`src/hdl/drld_pkg.sv`:
```
// shared types, codes and widths of the data run list decoder
package drld_pkg;

    localparam int BYTE_W  = 8;
    localparam int KIND_W  = 2;
    localparam int VCN_W   = 63;
    localparam int LCN_W   = 64;
    localparam int LEN_W   = 64;
    localparam int NIB_W   = 4;
    localparam int FIELD_BYTES = 8;

    localparam int QUEUE_DEPTH = 2;

    localparam logic [KIND_W-1:0] KIND_RUN = 2'd0;
    localparam logic [KIND_W-1:0] KIND_END = 2'd1;
    localparam logic [KIND_W-1:0] KIND_ERR = 2'd2;

    // one classified run, terminator or error handed from front to back
    typedef struct packed {
        logic [KIND_W-1:0] kind;
        logic [LEN_W-1:0]  length;
        logic [LCN_W-1:0]  delta;
        logic              sparse;
        logic              done;
    } drld_rec_t;

    typedef struct packed {
        logic full;
        logic empty;
    } drld_q_status_t;

endpackage

```
`src/hdl/drld_if.sv`:
```
// handshake channels for run-list bytes and decoded runs
interface drld_in_if
    import drld_pkg::*;
();
    logic              valid;
    logic              ready;
    logic [BYTE_W-1:0] data_byte;
    logic              final_byte;

    modport source (output valid, output data_byte, output final_byte, input ready);
    modport sink   (input valid, input data_byte, input final_byte, output ready);
endinterface

interface drld_out_if
    import drld_pkg::*;
();
    logic              valid;
    logic              ready;
    logic [KIND_W-1:0] kind;
    logic [VCN_W-1:0]  start_vcn;
    logic signed [LCN_W-1:0] start_lcn;
    logic [LEN_W-1:0]  run_length;
    logic              sparse;
    logic              list_done;

    modport source (output valid, output kind, output start_vcn, output start_lcn,
                    output run_length, output sparse, output list_done, input ready);
    modport sink   (input valid, input kind, input start_vcn, input start_lcn,
                    input run_length, input sparse, input list_done, output ready);
endinterface

```
`src/hdl/drld_front.sv`:
```
// front end: parses header, length and delta bytes into run, terminator and error records
module drld_front
    import drld_pkg::*;
(
    input  logic           clk,
    input  logic           rst_n,
    drld_in_if.sink        run_bytes,
    input  drld_q_status_t q_status,
    output logic           push,
    output drld_rec_t      push_rec
);

    localparam logic [1:0] PH_HEADER = 2'd0;
    localparam logic [1:0] PH_LENGTH = 2'd1;
    localparam logic [1:0] PH_DELTA  = 2'd2;
    localparam logic [1:0] PH_SKIP   = 2'd3;

    logic [1:0]       phase_reg, phase_next;
    logic [NIB_W-1:0] length_bytes_reg, length_bytes_next;
    logic [NIB_W-1:0] delta_bytes_reg, delta_bytes_next;
    logic [NIB_W-1:0] pos_reg, pos_next;
    logic [LEN_W-1:0] length_acc_reg, length_acc_next;
    logic [LCN_W-1:0] delta_acc_reg, delta_acc_next;

    logic              accept;
    logic [BYTE_W-1:0] b;
    logic              fin;
    logic [LEN_W-1:0]  la;
    logic [LCN_W-1:0]  da;
    logic [NIB_W-1:0]  np;

    // bytes past the eighth of a field are dropped
    function automatic logic [63:0] insert_byte(input logic [63:0] acc,
                                                input logic [NIB_W-1:0] pos,
                                                input logic [BYTE_W-1:0] val);
        logic [63:0] r;
        r = acc;
        for (int i = 0; i < FIELD_BYTES; i++) begin
            if (pos == NIB_W'(i))
                r[8*i +: 8] = r[8*i +: 8] | val;
        end
        return r;
    endfunction

    function automatic logic [63:0] sign_extend(input logic [63:0] d,
                                                input logic [NIB_W-1:0] nbytes,
                                                input logic [BYTE_W-1:0] last);
        logic [63:0] r;
        r = d;
        for (int i = 0; i < FIELD_BYTES; i++) begin
            if (nbytes < NIB_W'(FIELD_BYTES) && last[BYTE_W-1] && NIB_W'(i) >= nbytes)
                r[8*i +: 8] = 8'hFF;
        end
        return r;
    endfunction

    assign run_bytes.ready = !q_status.full;
    assign accept = run_bytes.valid && run_bytes.ready;
    assign b      = run_bytes.data_byte;
    assign fin    = run_bytes.final_byte;
    assign la     = insert_byte(length_acc_reg, pos_reg, b);
    assign da     = insert_byte(delta_acc_reg, pos_reg, b);
    assign np     = pos_reg + 1'b1;

    always_comb
    begin
        phase_next        = phase_reg;
        length_bytes_next = length_bytes_reg;
        delta_bytes_next  = delta_bytes_reg;
        pos_next          = pos_reg;
        length_acc_next   = length_acc_reg;
        delta_acc_next    = delta_acc_reg;
        push              = 1'b0;
        push_rec          = '0;
        if (accept)
        begin
            case (phase_reg)
                PH_SKIP:
                begin
                    if (fin)
                    begin
                        phase_next = PH_HEADER;
                        length_bytes_next = '0;
                        delta_bytes_next  = '0;
                        pos_next = '0;
                        length_acc_next = '0;
                        delta_acc_next  = '0;
                    end
                end
                PH_HEADER:
                begin
                    if (b == '0)
                    begin
                        push = 1'b1;
                        push_rec.kind = KIND_END;
                        push_rec.done = 1'b1;
                        phase_next = fin ? PH_HEADER : PH_SKIP;
                    end
                    else if (fin)
                    begin
                        push = 1'b1;
                        push_rec.kind = KIND_ERR;
                        push_rec.done = 1'b1;
                        length_bytes_next = '0;
                        delta_bytes_next  = '0;
                    end
                    else
                    begin
                        length_bytes_next = b[3:0];
                        delta_bytes_next  = b[7:4];
                        pos_next = '0;
                        length_acc_next = '0;
                        delta_acc_next  = '0;
                        phase_next = (b[3:0] != '0) ? PH_LENGTH : PH_DELTA;
                    end
                end
                PH_LENGTH:
                begin
                    length_acc_next = la;
                    pos_next = np;
                    if (np == length_bytes_reg && delta_bytes_reg == '0)
                    begin
                        // length-only run is sparse
                        push = 1'b1;
                        push_rec.kind   = KIND_RUN;
                        push_rec.length = la;
                        push_rec.sparse = 1'b1;
                        push_rec.done   = fin;
                        phase_next = PH_HEADER;
                        pos_next = '0;
                        length_acc_next = '0;
                        delta_acc_next  = '0;
                    end
                    else
                    begin
                        if (np == length_bytes_reg)
                        begin
                            pos_next = '0;
                            phase_next = PH_DELTA;
                        end
                        if (fin)
                        begin
                            push = 1'b1;
                            push_rec.kind = KIND_ERR;
                            push_rec.done = 1'b1;
                            phase_next = PH_HEADER;
                            length_bytes_next = '0;
                            delta_bytes_next  = '0;
                            pos_next = '0;
                            length_acc_next = '0;
                            delta_acc_next  = '0;
                        end
                    end
                end
                default:
                begin
                    delta_acc_next = da;
                    pos_next = np;
                    if (np == delta_bytes_reg)
                    begin
                        push = 1'b1;
                        push_rec.kind   = KIND_RUN;
                        push_rec.length = length_acc_reg;
                        push_rec.delta  = sign_extend(da, delta_bytes_reg, b);
                        push_rec.sparse = (delta_bytes_reg == '0);
                        push_rec.done   = fin;
                        phase_next = PH_HEADER;
                        pos_next = '0;
                        length_acc_next = '0;
                        delta_acc_next  = '0;
                    end
                    else if (fin)
                    begin
                        push = 1'b1;
                        push_rec.kind = KIND_ERR;
                        push_rec.done = 1'b1;
                        phase_next = PH_HEADER;
                        length_bytes_next = '0;
                        delta_bytes_next  = '0;
                        pos_next = '0;
                        length_acc_next = '0;
                        delta_acc_next  = '0;
                    end
                end
            endcase
        end
    end

    always_ff @(posedge clk or negedge rst_n)
    begin
        if (!rst_n)
        begin
            phase_reg        <= PH_HEADER;
            length_bytes_reg <= '0;
            delta_bytes_reg  <= '0;
            pos_reg          <= '0;
            length_acc_reg   <= '0;
            delta_acc_reg    <= '0;
        end
        else
        begin
            phase_reg        <= phase_next;
            length_bytes_reg <= length_bytes_next;
            delta_bytes_reg  <= delta_bytes_next;
            pos_reg          <= pos_next;
            length_acc_reg   <= length_acc_next;
            delta_acc_reg    <= delta_acc_next;
        end
    end

endmodule

```
`src/hdl/drld_queue.sv`:
```
// short record queue between parser and cluster arithmetic
module drld_queue
    import drld_pkg::*;
#(
    parameter int DEPTH = QUEUE_DEPTH
)
(
    input  logic           clk,
    input  logic           rst_n,
    input  logic           push,
    input  drld_rec_t      push_rec,
    input  logic           pop,
    output drld_rec_t      pop_rec,
    output drld_q_status_t q_status
);

    localparam int PTR_W = $clog2(DEPTH);
    localparam int CNT_W = $clog2(DEPTH + 1);

    drld_rec_t        entries [DEPTH];
    logic [PTR_W-1:0] wr_ptr_reg, rd_ptr_reg;
    logic [CNT_W-1:0] count_reg;
    logic             do_push, do_pop;

    assign q_status.full  = (count_reg == CNT_W'(DEPTH));
    assign q_status.empty = (count_reg == '0);
    assign do_push = push && !q_status.full;
    assign do_pop  = pop && !q_status.empty;
    assign pop_rec = entries[rd_ptr_reg];

    always_ff @(posedge clk)
    begin
        if (do_push)
            entries[wr_ptr_reg] <= push_rec;
    end

    always_ff @(posedge clk or negedge rst_n)
    begin
        if (!rst_n)
        begin
            wr_ptr_reg <= '0;
            rd_ptr_reg <= '0;
            count_reg  <= '0;
        end
        else
        begin
            if (do_push)
                wr_ptr_reg <= (wr_ptr_reg == PTR_W'(DEPTH - 1)) ? '0 : wr_ptr_reg + 1'b1;
            if (do_pop)
                rd_ptr_reg <= (rd_ptr_reg == PTR_W'(DEPTH - 1)) ? '0 : rd_ptr_reg + 1'b1;
            if (do_push && !do_pop)
                count_reg <= count_reg + 1'b1;
            else if (do_pop && !do_push)
                count_reg <= count_reg - 1'b1;
        end
    end

endmodule

```
`src/hdl/drld_back.sv`:
```
// back end: cluster arithmetic and the output register
module drld_back
    import drld_pkg::*;
(
    input  logic           clk,
    input  logic           rst_n,
    input  drld_rec_t      pop_rec,
    input  drld_q_status_t q_status,
    output logic           pop,
    drld_out_if.source     runs
);

    logic              valid_reg;
    logic [KIND_W-1:0] kind_reg, kind_next;
    logic [VCN_W-1:0]  vcn_reg, vcn_next;
    logic [LCN_W-1:0]  lcn_reg, lcn_next;
    logic [LEN_W-1:0]  len_reg, len_next;
    logic              sparse_reg, sparse_next;
    logic              done_reg, done_next;
    logic [LCN_W-1:0]  base_lcn_reg, base_lcn_next;
    logic [VCN_W-1:0]  next_vcn_reg, next_vcn_next;
    logic [LCN_W-1:0]  lcn_sum;

    assign pop     = !q_status.empty && (!valid_reg || runs.ready);
    assign lcn_sum = base_lcn_reg + pop_rec.delta;

    always_comb
    begin
        kind_next     = pop_rec.kind;
        vcn_next      = '0;
        lcn_next      = '0;
        len_next      = '0;
        sparse_next   = 1'b0;
        done_next     = pop_rec.done;
        base_lcn_next = base_lcn_reg;
        next_vcn_next = next_vcn_reg;
        case (pop_rec.kind)
            KIND_RUN:
            begin
                vcn_next    = next_vcn_reg;
                len_next    = pop_rec.length;
                sparse_next = pop_rec.sparse;
                if (pop_rec.sparse)
                    lcn_next = '1;
                else
                begin
                    lcn_next      = lcn_sum;
                    base_lcn_next = lcn_sum;
                end
                next_vcn_next = next_vcn_reg + pop_rec.length[VCN_W-1:0];
            end
            KIND_END:
                vcn_next = next_vcn_reg;
            default:
                ;
        endcase
        // a finished list starts the cluster counts over
        if (pop_rec.done)
        begin
            base_lcn_next = '0;
            next_vcn_next = '0;
        end
    end

    always_ff @(posedge clk)
    begin
        if (pop)
        begin
            kind_reg   <= kind_next;
            vcn_reg    <= vcn_next;
            lcn_reg    <= lcn_next;
            len_reg    <= len_next;
            sparse_reg <= sparse_next;
            done_reg   <= done_next;
        end
    end

    always_ff @(posedge clk or negedge rst_n)
    begin
        if (!rst_n)
        begin
            valid_reg    <= 1'b0;
            base_lcn_reg <= '0;
            next_vcn_reg <= '0;
        end
        else
        begin
            if (pop)
            begin
                valid_reg    <= 1'b1;
                base_lcn_reg <= base_lcn_next;
                next_vcn_reg <= next_vcn_next;
            end
            else if (runs.ready)
                valid_reg <= 1'b0;
        end
    end

    assign runs.valid      = valid_reg;
    assign runs.kind       = kind_reg;
    assign runs.start_vcn  = vcn_reg;
    assign runs.start_lcn  = lcn_reg;
    assign runs.run_length = len_reg;
    assign runs.sparse     = sparse_reg;
    assign runs.list_done  = done_reg;

endmodule

```
`src/hdl/data_run_list_decoder_unit.sv`:
```
// top level of the data run list decoder
// usage:
//   run_bytes takes the encoded run list one byte per item, with final_byte
//   set on the last byte of the buffer; runs gives one item per decoded run,
//   per terminator (kind end) and per buffer that ends inside a run (kind error)
//   throughput: one byte per cycle while run_bytes.ready is high; every byte takes one pass through the
//   parser, and each run costs at most one 64-bit add in the back end
//   a result passes from the byte that completes it into the record queue,
//   then into the output register
//   a stalled receiver holds the output register; the queue keeps taking
//   records until it holds DEPTH of them, then run_bytes.ready drops
//   reset clears the parser to expect a header, empties the queue, clears the
//   output valid and sets the running logical and virtual clusters to zero
//   bytes after a terminator give no result until the final byte of the buffer
module data_run_list_decoder_unit
    import drld_pkg::*;
#(
    parameter int DEPTH = QUEUE_DEPTH
)
(
    input  logic       clk,
    input  logic       rst_n,
    drld_in_if.sink    run_bytes,
    drld_out_if.source runs
);

    logic           push, pop;
    drld_rec_t      push_rec, pop_rec;
    drld_q_status_t q_status;

    drld_front u_front (
        .clk      (clk),
        .rst_n    (rst_n),
        .run_bytes(run_bytes),
        .q_status (q_status),
        .push     (push),
        .push_rec (push_rec)
    );

    drld_queue #(.DEPTH(DEPTH)) u_queue (
        .clk     (clk),
        .rst_n   (rst_n),
        .push    (push),
        .push_rec(push_rec),
        .pop     (pop),
        .pop_rec (pop_rec),
        .q_status(q_status)
    );

    drld_back u_back (
        .clk     (clk),
        .rst_n   (rst_n),
        .pop_rec (pop_rec),
        .q_status(q_status),
        .pop     (pop),
        .runs    (runs)
    );

    // terminators and errors always close the list
    a_close: assert property (@(posedge clk) disable iff (!rst_n)
        runs.valid && runs.kind != KIND_RUN |-> runs.list_done)
        else $error("non-run result without list_done");

    a_sparse: assert property (@(posedge clk) disable iff (!rst_n)
        runs.valid && runs.sparse |-> runs.start_lcn == '1 && runs.kind == KIND_RUN)
        else $error("sparse run without lcn of -1");

    a_nolen: assert property (@(posedge clk) disable iff (!rst_n)
        runs.valid && runs.kind != KIND_RUN |-> runs.run_length == '0 && !runs.sparse)
        else $error("non-run result carries a length");

    // a record popped into the output is shown in the next cycle
    a_pop: assert property (@(posedge clk) disable iff (!rst_n)
        pop |=> runs.valid)
        else $error("popped record not presented");

endmodule
```
`src/flat_wrapper.sv`:
```
// flat-port wrapper written by rule: the top's interface ports become plain ports
module data_run_list_decoder_unit_flat import drld_pkg::*;
#(
    parameter int DEPTH = QUEUE_DEPTH
)
  (clk, rst_n, run_bytes_valid, run_bytes_data_byte, run_bytes_final_byte, run_bytes_ready, runs_valid, runs_kind, runs_start_vcn, runs_start_lcn, runs_run_length, runs_sparse, runs_list_done, runs_ready);
  drld_in_if run_bytes_i ();
  drld_out_if runs_i ();
  input  logic clk;
  input  logic rst_n;
  input wire logic [$bits(run_bytes_i.valid)-1:0] run_bytes_valid;
  input wire logic [$bits(run_bytes_i.data_byte)-1:0] run_bytes_data_byte;
  input wire logic [$bits(run_bytes_i.final_byte)-1:0] run_bytes_final_byte;
  output wire logic [$bits(run_bytes_i.ready)-1:0] run_bytes_ready;
  output wire logic [$bits(runs_i.valid)-1:0] runs_valid;
  output wire logic [$bits(runs_i.kind)-1:0] runs_kind;
  output wire logic [$bits(runs_i.start_vcn)-1:0] runs_start_vcn;
  output wire logic [$bits(runs_i.start_lcn)-1:0] runs_start_lcn;
  output wire logic [$bits(runs_i.run_length)-1:0] runs_run_length;
  output wire logic [$bits(runs_i.sparse)-1:0] runs_sparse;
  output wire logic [$bits(runs_i.list_done)-1:0] runs_list_done;
  input wire logic [$bits(runs_i.ready)-1:0] runs_ready;
  assign run_bytes_i.valid = run_bytes_valid;
  assign run_bytes_i.data_byte = run_bytes_data_byte;
  assign run_bytes_i.final_byte = run_bytes_final_byte;
  assign run_bytes_ready = run_bytes_i.ready;
  assign runs_valid = runs_i.valid;
  assign runs_kind = runs_i.kind;
  assign runs_start_vcn = runs_i.start_vcn;
  assign runs_start_lcn = runs_i.start_lcn;
  assign runs_run_length = runs_i.run_length;
  assign runs_sparse = runs_i.sparse;
  assign runs_list_done = runs_i.list_done;
  assign runs_i.ready = runs_ready;
  data_run_list_decoder_unit #(.DEPTH(DEPTH)) u_core (.clk(clk), .rst_n(rst_n), .run_bytes(run_bytes_i), .runs(runs_i));
endmodule
```
`config.mk`:
```
export PLATFORM = sky130hd
export DESIGN_NAME = data_run_list_decoder_unit_flat
export DESIGN_NICKNAME = d
export VERILOG_FILES = /design/src/hdl/drld_pkg.sv /design/src/hdl/drld_if.sv /design/src/hdl/drld_front.sv /design/src/hdl/drld_queue.sv /design/src/hdl/drld_back.sv /design/src/hdl/data_run_list_decoder_unit.sv /design/src/flat_wrapper.sv
export SDC_FILE = /design/constraint.sdc
export NUM_CORES = 1
export LEC_CHECK = 0
export BUFFER_PORTS_ARGS = -buffer_cell sky130_fd_sc_hd__buf_2
export CORE_MARGIN = 3
export CORE_UTILIZATION = 35
export CTS_CLUSTER_DIAMETER = 120
export CTS_CLUSTER_SIZE = 40
export DETAILED_ROUTE_END_ITERATION = 12
export PLACE_DENSITY = 0.61
export SYNTH_ARGS = -nofsm -noshare
export SYNTH_HDL_FRONTEND = slang
export SYNTH_SLANG_ARGS = --single-unit
```
`constraint.sdc`:
```
create_clock -name clk -period 10.61 [get_ports clk]
set_input_delay 0.5305 -clock clk [delete_from_list [all_inputs] [get_ports clk]]
set_output_delay 0.5305 -clock clk [all_outputs]
set_load 0.005 [all_outputs]
```
After elaboration in Yosys (flattened, before gate mapping)
Memories as Yosys holds them, arrays and structs flattened.
Cells that the tools add are included.
{ "op_classes": {"addsub": 7, "n_lt_le_gt_ge": 9, "n_eq_ne": 21, "muxes": 102, "n_bitwise": 16, "reduce_logical": 41} }
{ "op_table": {"columns": ["operator", "n"], "rows": [
  ["2-to-1 mux 64 bit", 16],
  ["one-hot mux 64 bit (3 select lines)", 2],
  ["2-to-1 mux 8 bit", 24],
  ["2-to-1 mux 132 bit", 1],
  ["2-to-1 mux 129 bit", 1],
  ["bitwise OR 8 bit", 16],
  ["one-hot mux 64 bit (2 select lines)", 1],
  ["2-to-1 mux 63 bit", 2],
  ["2-to-1 mux 4 bit", 18],
  ["adder 64 bit", 1],
  ["adder 63 bit", 1],
  ["one-hot mux 4 bit (3 select lines)", 3],
  ["2-to-1 mux 2 bit", 15],
  ["equality test 4 x 3 -> 1 bit (second input constant)", 4],
  [">= comparator 3 x 4 -> 1 bit (first input constant)", 4],
  ["logical AND 1 bit", 16],
  ["2-to-1 mux 1 bit", 14],
  ["one-hot mux 2 bit (3 select lines)", 2],
  ["inequality test 2 bit (second input constant)", 5],
  ["AND reduction 3 bit", 3],
  ["equality test 4 x 2 -> 1 bit (second input constant)", 2],
  ["equality test 4 bit", 2],
  [">= comparator 1 x 4 -> 1 bit (first input constant)", 2],
  [">= comparator 2 x 4 -> 1 bit (first input constant)", 2],
  ["other kinds (24)", 39]
]} }
{ "totals": {"ff_bits": 469, "ram_bits": 264, "inputBits": 13, "out_inout_bits": 197, "wordCells": 215, "mem_count": 1} }
{ "memory_table": {"columns": ["name", "words", "word_bits", "rd", "rd_ports_with_merged_regs", "wr", "line", "source"], "rows": [
  ["u_core.u_queue.entries", 2, 132, 1, 0, 1, "drld_queue.sv:20", "drld_rec_t entries [DEPTH];"]
]} }

Depth between registers and ports, before layout
{ "depth": {"depth_word": 11, "mapped_depth": 17, "ltp_nobuf": 14} }

By module
From an unflattened synthesis, not the netlist that was laid out.
{ "hier_totals": {"cells_unflattened": 3286, "hier_area_um2": 37509.7} }
{ "modules_own_cells": {"columns": ["module", "n_inst", "cells_per_inst", "area_each_um2"], "rows": [
  ["drld_back", 1, 1943, 19401.1],
  ["drld_queue", 1, 430, 10004.6],
  ["drld_front", 1, 913, 8104.0]
]} }

Least setup slack after synthesis
No wires, ideal clock.
{ "synth_path": {"kind": "reg-to-reg", "startpoint": "register u_core.u_front.pos_reg[0]", "endpoint": "memory u_core.u_queue.entries[0][0] (netlist name), enable pin", "setup_ps": 626, "arrival_ps": 7447, "required_time_ps": 9984, "setup_slack_ps": 2538, "path_stages_with_launch": 9, "path_buffers": 0, "synth_period_minus_slack_ps": 8072, "cell_sequence": "dfrtp_1 -> ha_1 -> xor2_1 -> xnor2_1 -> nor4_2 -> nand2b_1 -> a31oi_1 -> o221ai_1 -> nor2_1"} }
{ "synth_between": {"elab_chain_len": 9, "word_cells_on_any_way": 11} }
{ "synth_rtl": {"columns": ["element", "line", "source"], "rows": [
  ["start: declaration", "drld_front.sv:21", "logic [NIB_W-1:0] pos_reg, pos_next;"],
  ["start signal: assignment", "drld_front.sv:205", "pos_reg <= pos_next;"],
  ["adder 4 x 1 -> 4 bit *", "drld_front.sv:63", "assign np = pos_reg + 1'b1;"],
  ["equality test 4 bit", "drld_front.sv:121", "if (np == length_bytes_reg && delta_bytes_reg == '0)"],
  ["logical AND 1 bit", "drld_front.sv:121", null],
  ["2-to-1 mux 1 bit", "drld_front.sv:121", null],
  ["one-hot mux 1 bit (3 select lines) *", "drld_front.sv:77", "case (phase_reg)"],
  ["2-to-1 mux 1 bit *", "drld_front.sv:75", "if (accept)"],
  ["logical AND 1 bit *", "drld_queue.sv:27", "assign do_push = push && !q_status.full;"],
  ["2-to-1 mux 1 bit *", "drld_queue.sv:33", "if (do_push)"],
  ["2-to-1 mux 1 bit (implied by the code) *", "drld_queue.sv:34", "entries[wr_ptr_reg] <= push_rec;"],
  ["end: declaration", "drld_queue.sv:20", null]
]} }
Every way passes the cells marked *; elsewhere a longest branch is shown, timed or not.

Worst setup path in the final report
{ "layout_path": {"startpoint": "register u_core.u_queue.rd_ptr_reg", "endpoint": "register u_core.u_back.lcn_reg[58], in the netlist u_core.u_back.runs.start_lcn[58], data pin"} }
{ "layout_between": {"elab_chain_len": 3, "word_cells_on_any_way": 4} }
{ "layout_rtl": {"columns": ["element", "line", "source"], "rows": [
  ["start: declaration", "drld_queue.sv:21", "logic [PTR_W-1:0] wr_ptr_reg, rd_ptr_reg;"],
  ["start signal: assignment", "drld_queue.sv:50", "rd_ptr_reg <= (rd_ptr_reg == PTR_W'(DEPTH - 1)) ? '0 : rd_ptr_reg + 1'b1;"],
  ["memory (2 x 132 bit) *", null, null],
  ["adder 64 bit", "drld_back.sv:25", "assign lcn_sum = base_lcn_reg + pop_rec.delta;"],
  ["2-to-1 mux 64 bit", "drld_back.sv:43", "if (pop_rec.sparse)"],
  ["end signal: assignment", "drld_back.sv:71", "lcn_reg <= lcn_next;"],
  ["end: declaration", "drld_back.sv:16", "logic [LCN_W-1:0] lcn_reg, lcn_next;"]
]} }
Marked as above.
A chain may end at the register's enable or synchronous reset.

==> reports/metrics.yaml <==
run_status:
  outcome: "finished clean"
cells_and_area:
  largest_reg_flops: 264
  nets: 3596
  final_cell_area_um2: 39800
  area_growth_pct: 8.329
  layout_commonest_cell: "edfxtp_1"
  regMostFlops: "u_core.u_queue.entries"
  final_cell_mix: "edfxtp_1 (459), nor2_1 (335), nand2_1 (293), dfrtp_1 (273), a21oi_1 (251)"
  drive_above_1_share_pct: 11.32
synthesis:
  synth.ff_latch_count: 733
  syn_area_um2: 36740
  synth_edf_count: 459
  syn_inst: 3406
  synthArstFlopShare_pct: 37.38
  yosysUniqueCellTypes: 82
  synth.net_count: 3555
  synth-main-ff-cell: "edfxtp_1"
  synth_seq_area_share_pct: 56.17
  yosysWarnings: 0
  postSynthAreaPerCell_um2: 10.79
die:
  core_area_um2: 103800
  start_util_pct: 35.40
  die_y_um: 330.0
  io_pins: 210
  die_x_um: 330.0
  rows: 118
  die-area_um2: 108900
sta:
  clock.fmax_mhz: 183.8
  slew_headroom_pct: 11.09
  tightestPinTransition_ns: 1.334
  rsz0062_at_grt: "false"
  fin_skew_ns: 0.03235
  final_hold_viol_count: 0
  timing.final.crit_period_ns: 5.441
  tns_ns: 0
  drv_slew: 0
  setup_viol: 0
  fin_crit_sh_pct: 51.28
route:
  drtPass1Iterations: 5
  wl_met1_um: 44180
  vias_per_cell: 5.435
  ant_nets: 0
  wl_per_cell_um: 20.91
  drc: 0
  wl_met3_um: 4937
  wl_um: 101400
  vias: 26350
  met2_length_um: 49500
  routed.top_layer: "met5"
  drt_iter0_drc: 2191
cts:
  clk_pin_slew_ns: 0.14
  clk_path_buf_depth: 3
  cts_made_buffers: 23
  cts_tree: "built"
  cts-root-buf: "clkbuf_16"
  insertion_delay_ns: 0.64
  htree_levels: 1
  clock-sinks: 733
placed_design:
  port_buffers: 209
  place_area_um2: 39060
  gp_congestion: 0.9087
  place_hpwl_um: 69140
worst_hold_path:
  min_from: "runs_ready"
  hold_class: "input pin to flop"
worst_setup_path:
  cp-start-kind: "flop"
  worst-setup-path-type: "flop to flop"
  r2r_start: "u_core.u_queue.rd_ptr_reg"
  critPathLaunch: "u_core.u_queue.rd_ptr_reg"
  arrival_ns: 5.78
  worstSetupEndpointType: "flop"
  cp_max_fo: 61
  cp.required_ns: 10.95
power:
  power.switching_w: 0.004756
  comb_power_share_pct: 48.5
  p_int_w: 0.006290
  powerDensity_nw_per_um2: 277.5
  leakagePower_nw: 15.91
  seqPwrFrac_pct: 39.5
  vdd_drop_max_uv: 152.2
  switching_share_pct: 43.05
  clock_power_share_pct: 12.0
grt:
  grt_pass1_wl_um: 155300
  antenna_found_initial: 12
  overflow: 0
  grt_pass1_vias: 25850
  track_usage_pct: 18.10
  grt_max_degree: 82
run:
  cap_violations: 0
==> final timing paths <==
check                      depth (start not counted)  slack (ns)                                to
min reg2reg                                        2        0.50     u_core.u_back.base_lcn_reg[6]
min in group asynchronous                          2        0.42    u_core.u_back.next_vcn_reg[59]
min                                                3        0.36          u_core.u_back.runs.valid
max in group asynchronous                          3        8.62    u_core.u_back.base_lcn_reg[62]
max reg2reg                                       13        5.17  u_core.u_back.runs.start_lcn[58]
max                                               13        5.17  u_core.u_back.runs.start_lcn[58]
==> Yosys cell counts, types with 5 or more instances <==
library cell	count	area, µm²
xnor2_1	76	665.6
a21boi_0	8	60.06
a21oi_1	253	1266
nand4_1	47	294.0
or4_1	6	45.04
a22oi_1	67	503.0
buf_1	16	60.06
nor2_1	338	1269
a211oi_1	37	277.8
and2_1	105	656.9
o31ai_1	17	127.6
o221ai_1	7	61.31
a211o_1	5	43.79
o21bai_1	22	165.2
nor2b_1	17	106.4
nand2_1	297	1115
or3_1	11	68.82
nand2b_1	18	112.6
o211ai_1	20	150.1
and3_1	17	106.4
xor2_1	54	473.0
mux2_2	68	765.7
and4_1	7	61.31
dfrtp_1	274	6857
a21o_1	57	427.9
o21ai_0	235	1176
a32oi_1	56	490.5
nor4_1	11	68.82
or2_2	6	37.54
nor3b_1	5	37.54
nand3_1	44	220.2
ha_1	134	1677
edfxtp_1	459	13780
clkbuf_1	198	743.2
inv_1	112	420.4
buf_2	13	65.06
o21a_1	14	105.1
a31oi_1	66	412.9
a221o_1	7	70.07
a32o_1	7	70.07
o21ai_1	15	75.07
mux2i_1	66	660.6
nor3_1	48	240.2
a22o_1	5	43.79
==> power groups by stage <==
stage	logic [W]	clock network (W)	registers, W
after global placement	0.00538	0	0.00444
after CTS	0.00540	0.00137	0.00438
after detailed placement	0.00538	0	0.00444
after global routing	0.00594	0.00146	0.00444
final	0.00536	0.00133	0.00436
after floorplan	0.00363	0	0.00441
==> metrics by stage <==
stage                     power (W)  std cells  hold slack [ns]  utilization (%)  worst slack (ns)
after global placement     0.009824       4801           0.4692            37.63             5.355
final                       0.01105       4849           0.3628            38.35             5.169
after floorplan            0.008038       3406           0.2349                -             2.538
after global routing        0.01184       4846           0.2921            38.34             4.888
after CTS                   0.01116       4844           0.3159            38.34             5.220
after detailed placement   0.009821       4801           0.4768            37.63             5.289
==> cells by family after synthesis <==
| group | after synthesis | synth area share [%] |
|---|---|---|
| fa+ha+maj | 136 | 4.672 |
| buf+inv | 342 | 3.565 |
| mux | 134 | 3.882 |
| flops | 733 | 56.17 |
| xor+xnor | 130 | 3.099 |
| simple gates | 990 | 12.43 |
| compound gates | 941 | 16.18 |
==> cell type report <==
cell class / count / area, µm²
multi-input cells: 2331 / 14930
fillers: 10250 / 63990
clock inverters: 8 / 98.84
diodes: 5 / 12.51
clock buffers: 34 / 626.9
well taps: 1380 / 1727
flip-flops and latches: 733 / 20640
inverters: 112 / 427.9
repair buffers: 246 / 1336
==> critical path: stages (launching register included) <==
cell,delay [ns]
dfrtp_4,0.73
buf_4,0.81
mux2_2,0.42
ha_1,0.38
a21o_1,0.20
a211o_1,0.26
o21ai_1,0.16
nor2b_1,0.37
o21ai_2,0.18
a221o_1,0.44
a31oi_1,0.45
o221ai_1,0.23
xnor2_1,0.24
a21oi_1,0.10
==> metal layers <==
metal | vias to the layer above | track usage, %
met1 | 13070 | 24.49
met5 | - | 0
met4 | 8 | 4.745
li1 | 12510 | -
met3 | 121 | 2.287
met2 | 645 | 30.73
==> repair_timing <==
item / 4_1_cts / 5_1_grt
setup buffers: 0 / 0
hold buffers: 1 / 0
hold endpoints to repair: 78 / 0
gates resized for setup: 0 / 0
(Power assumes the default switching activity.)
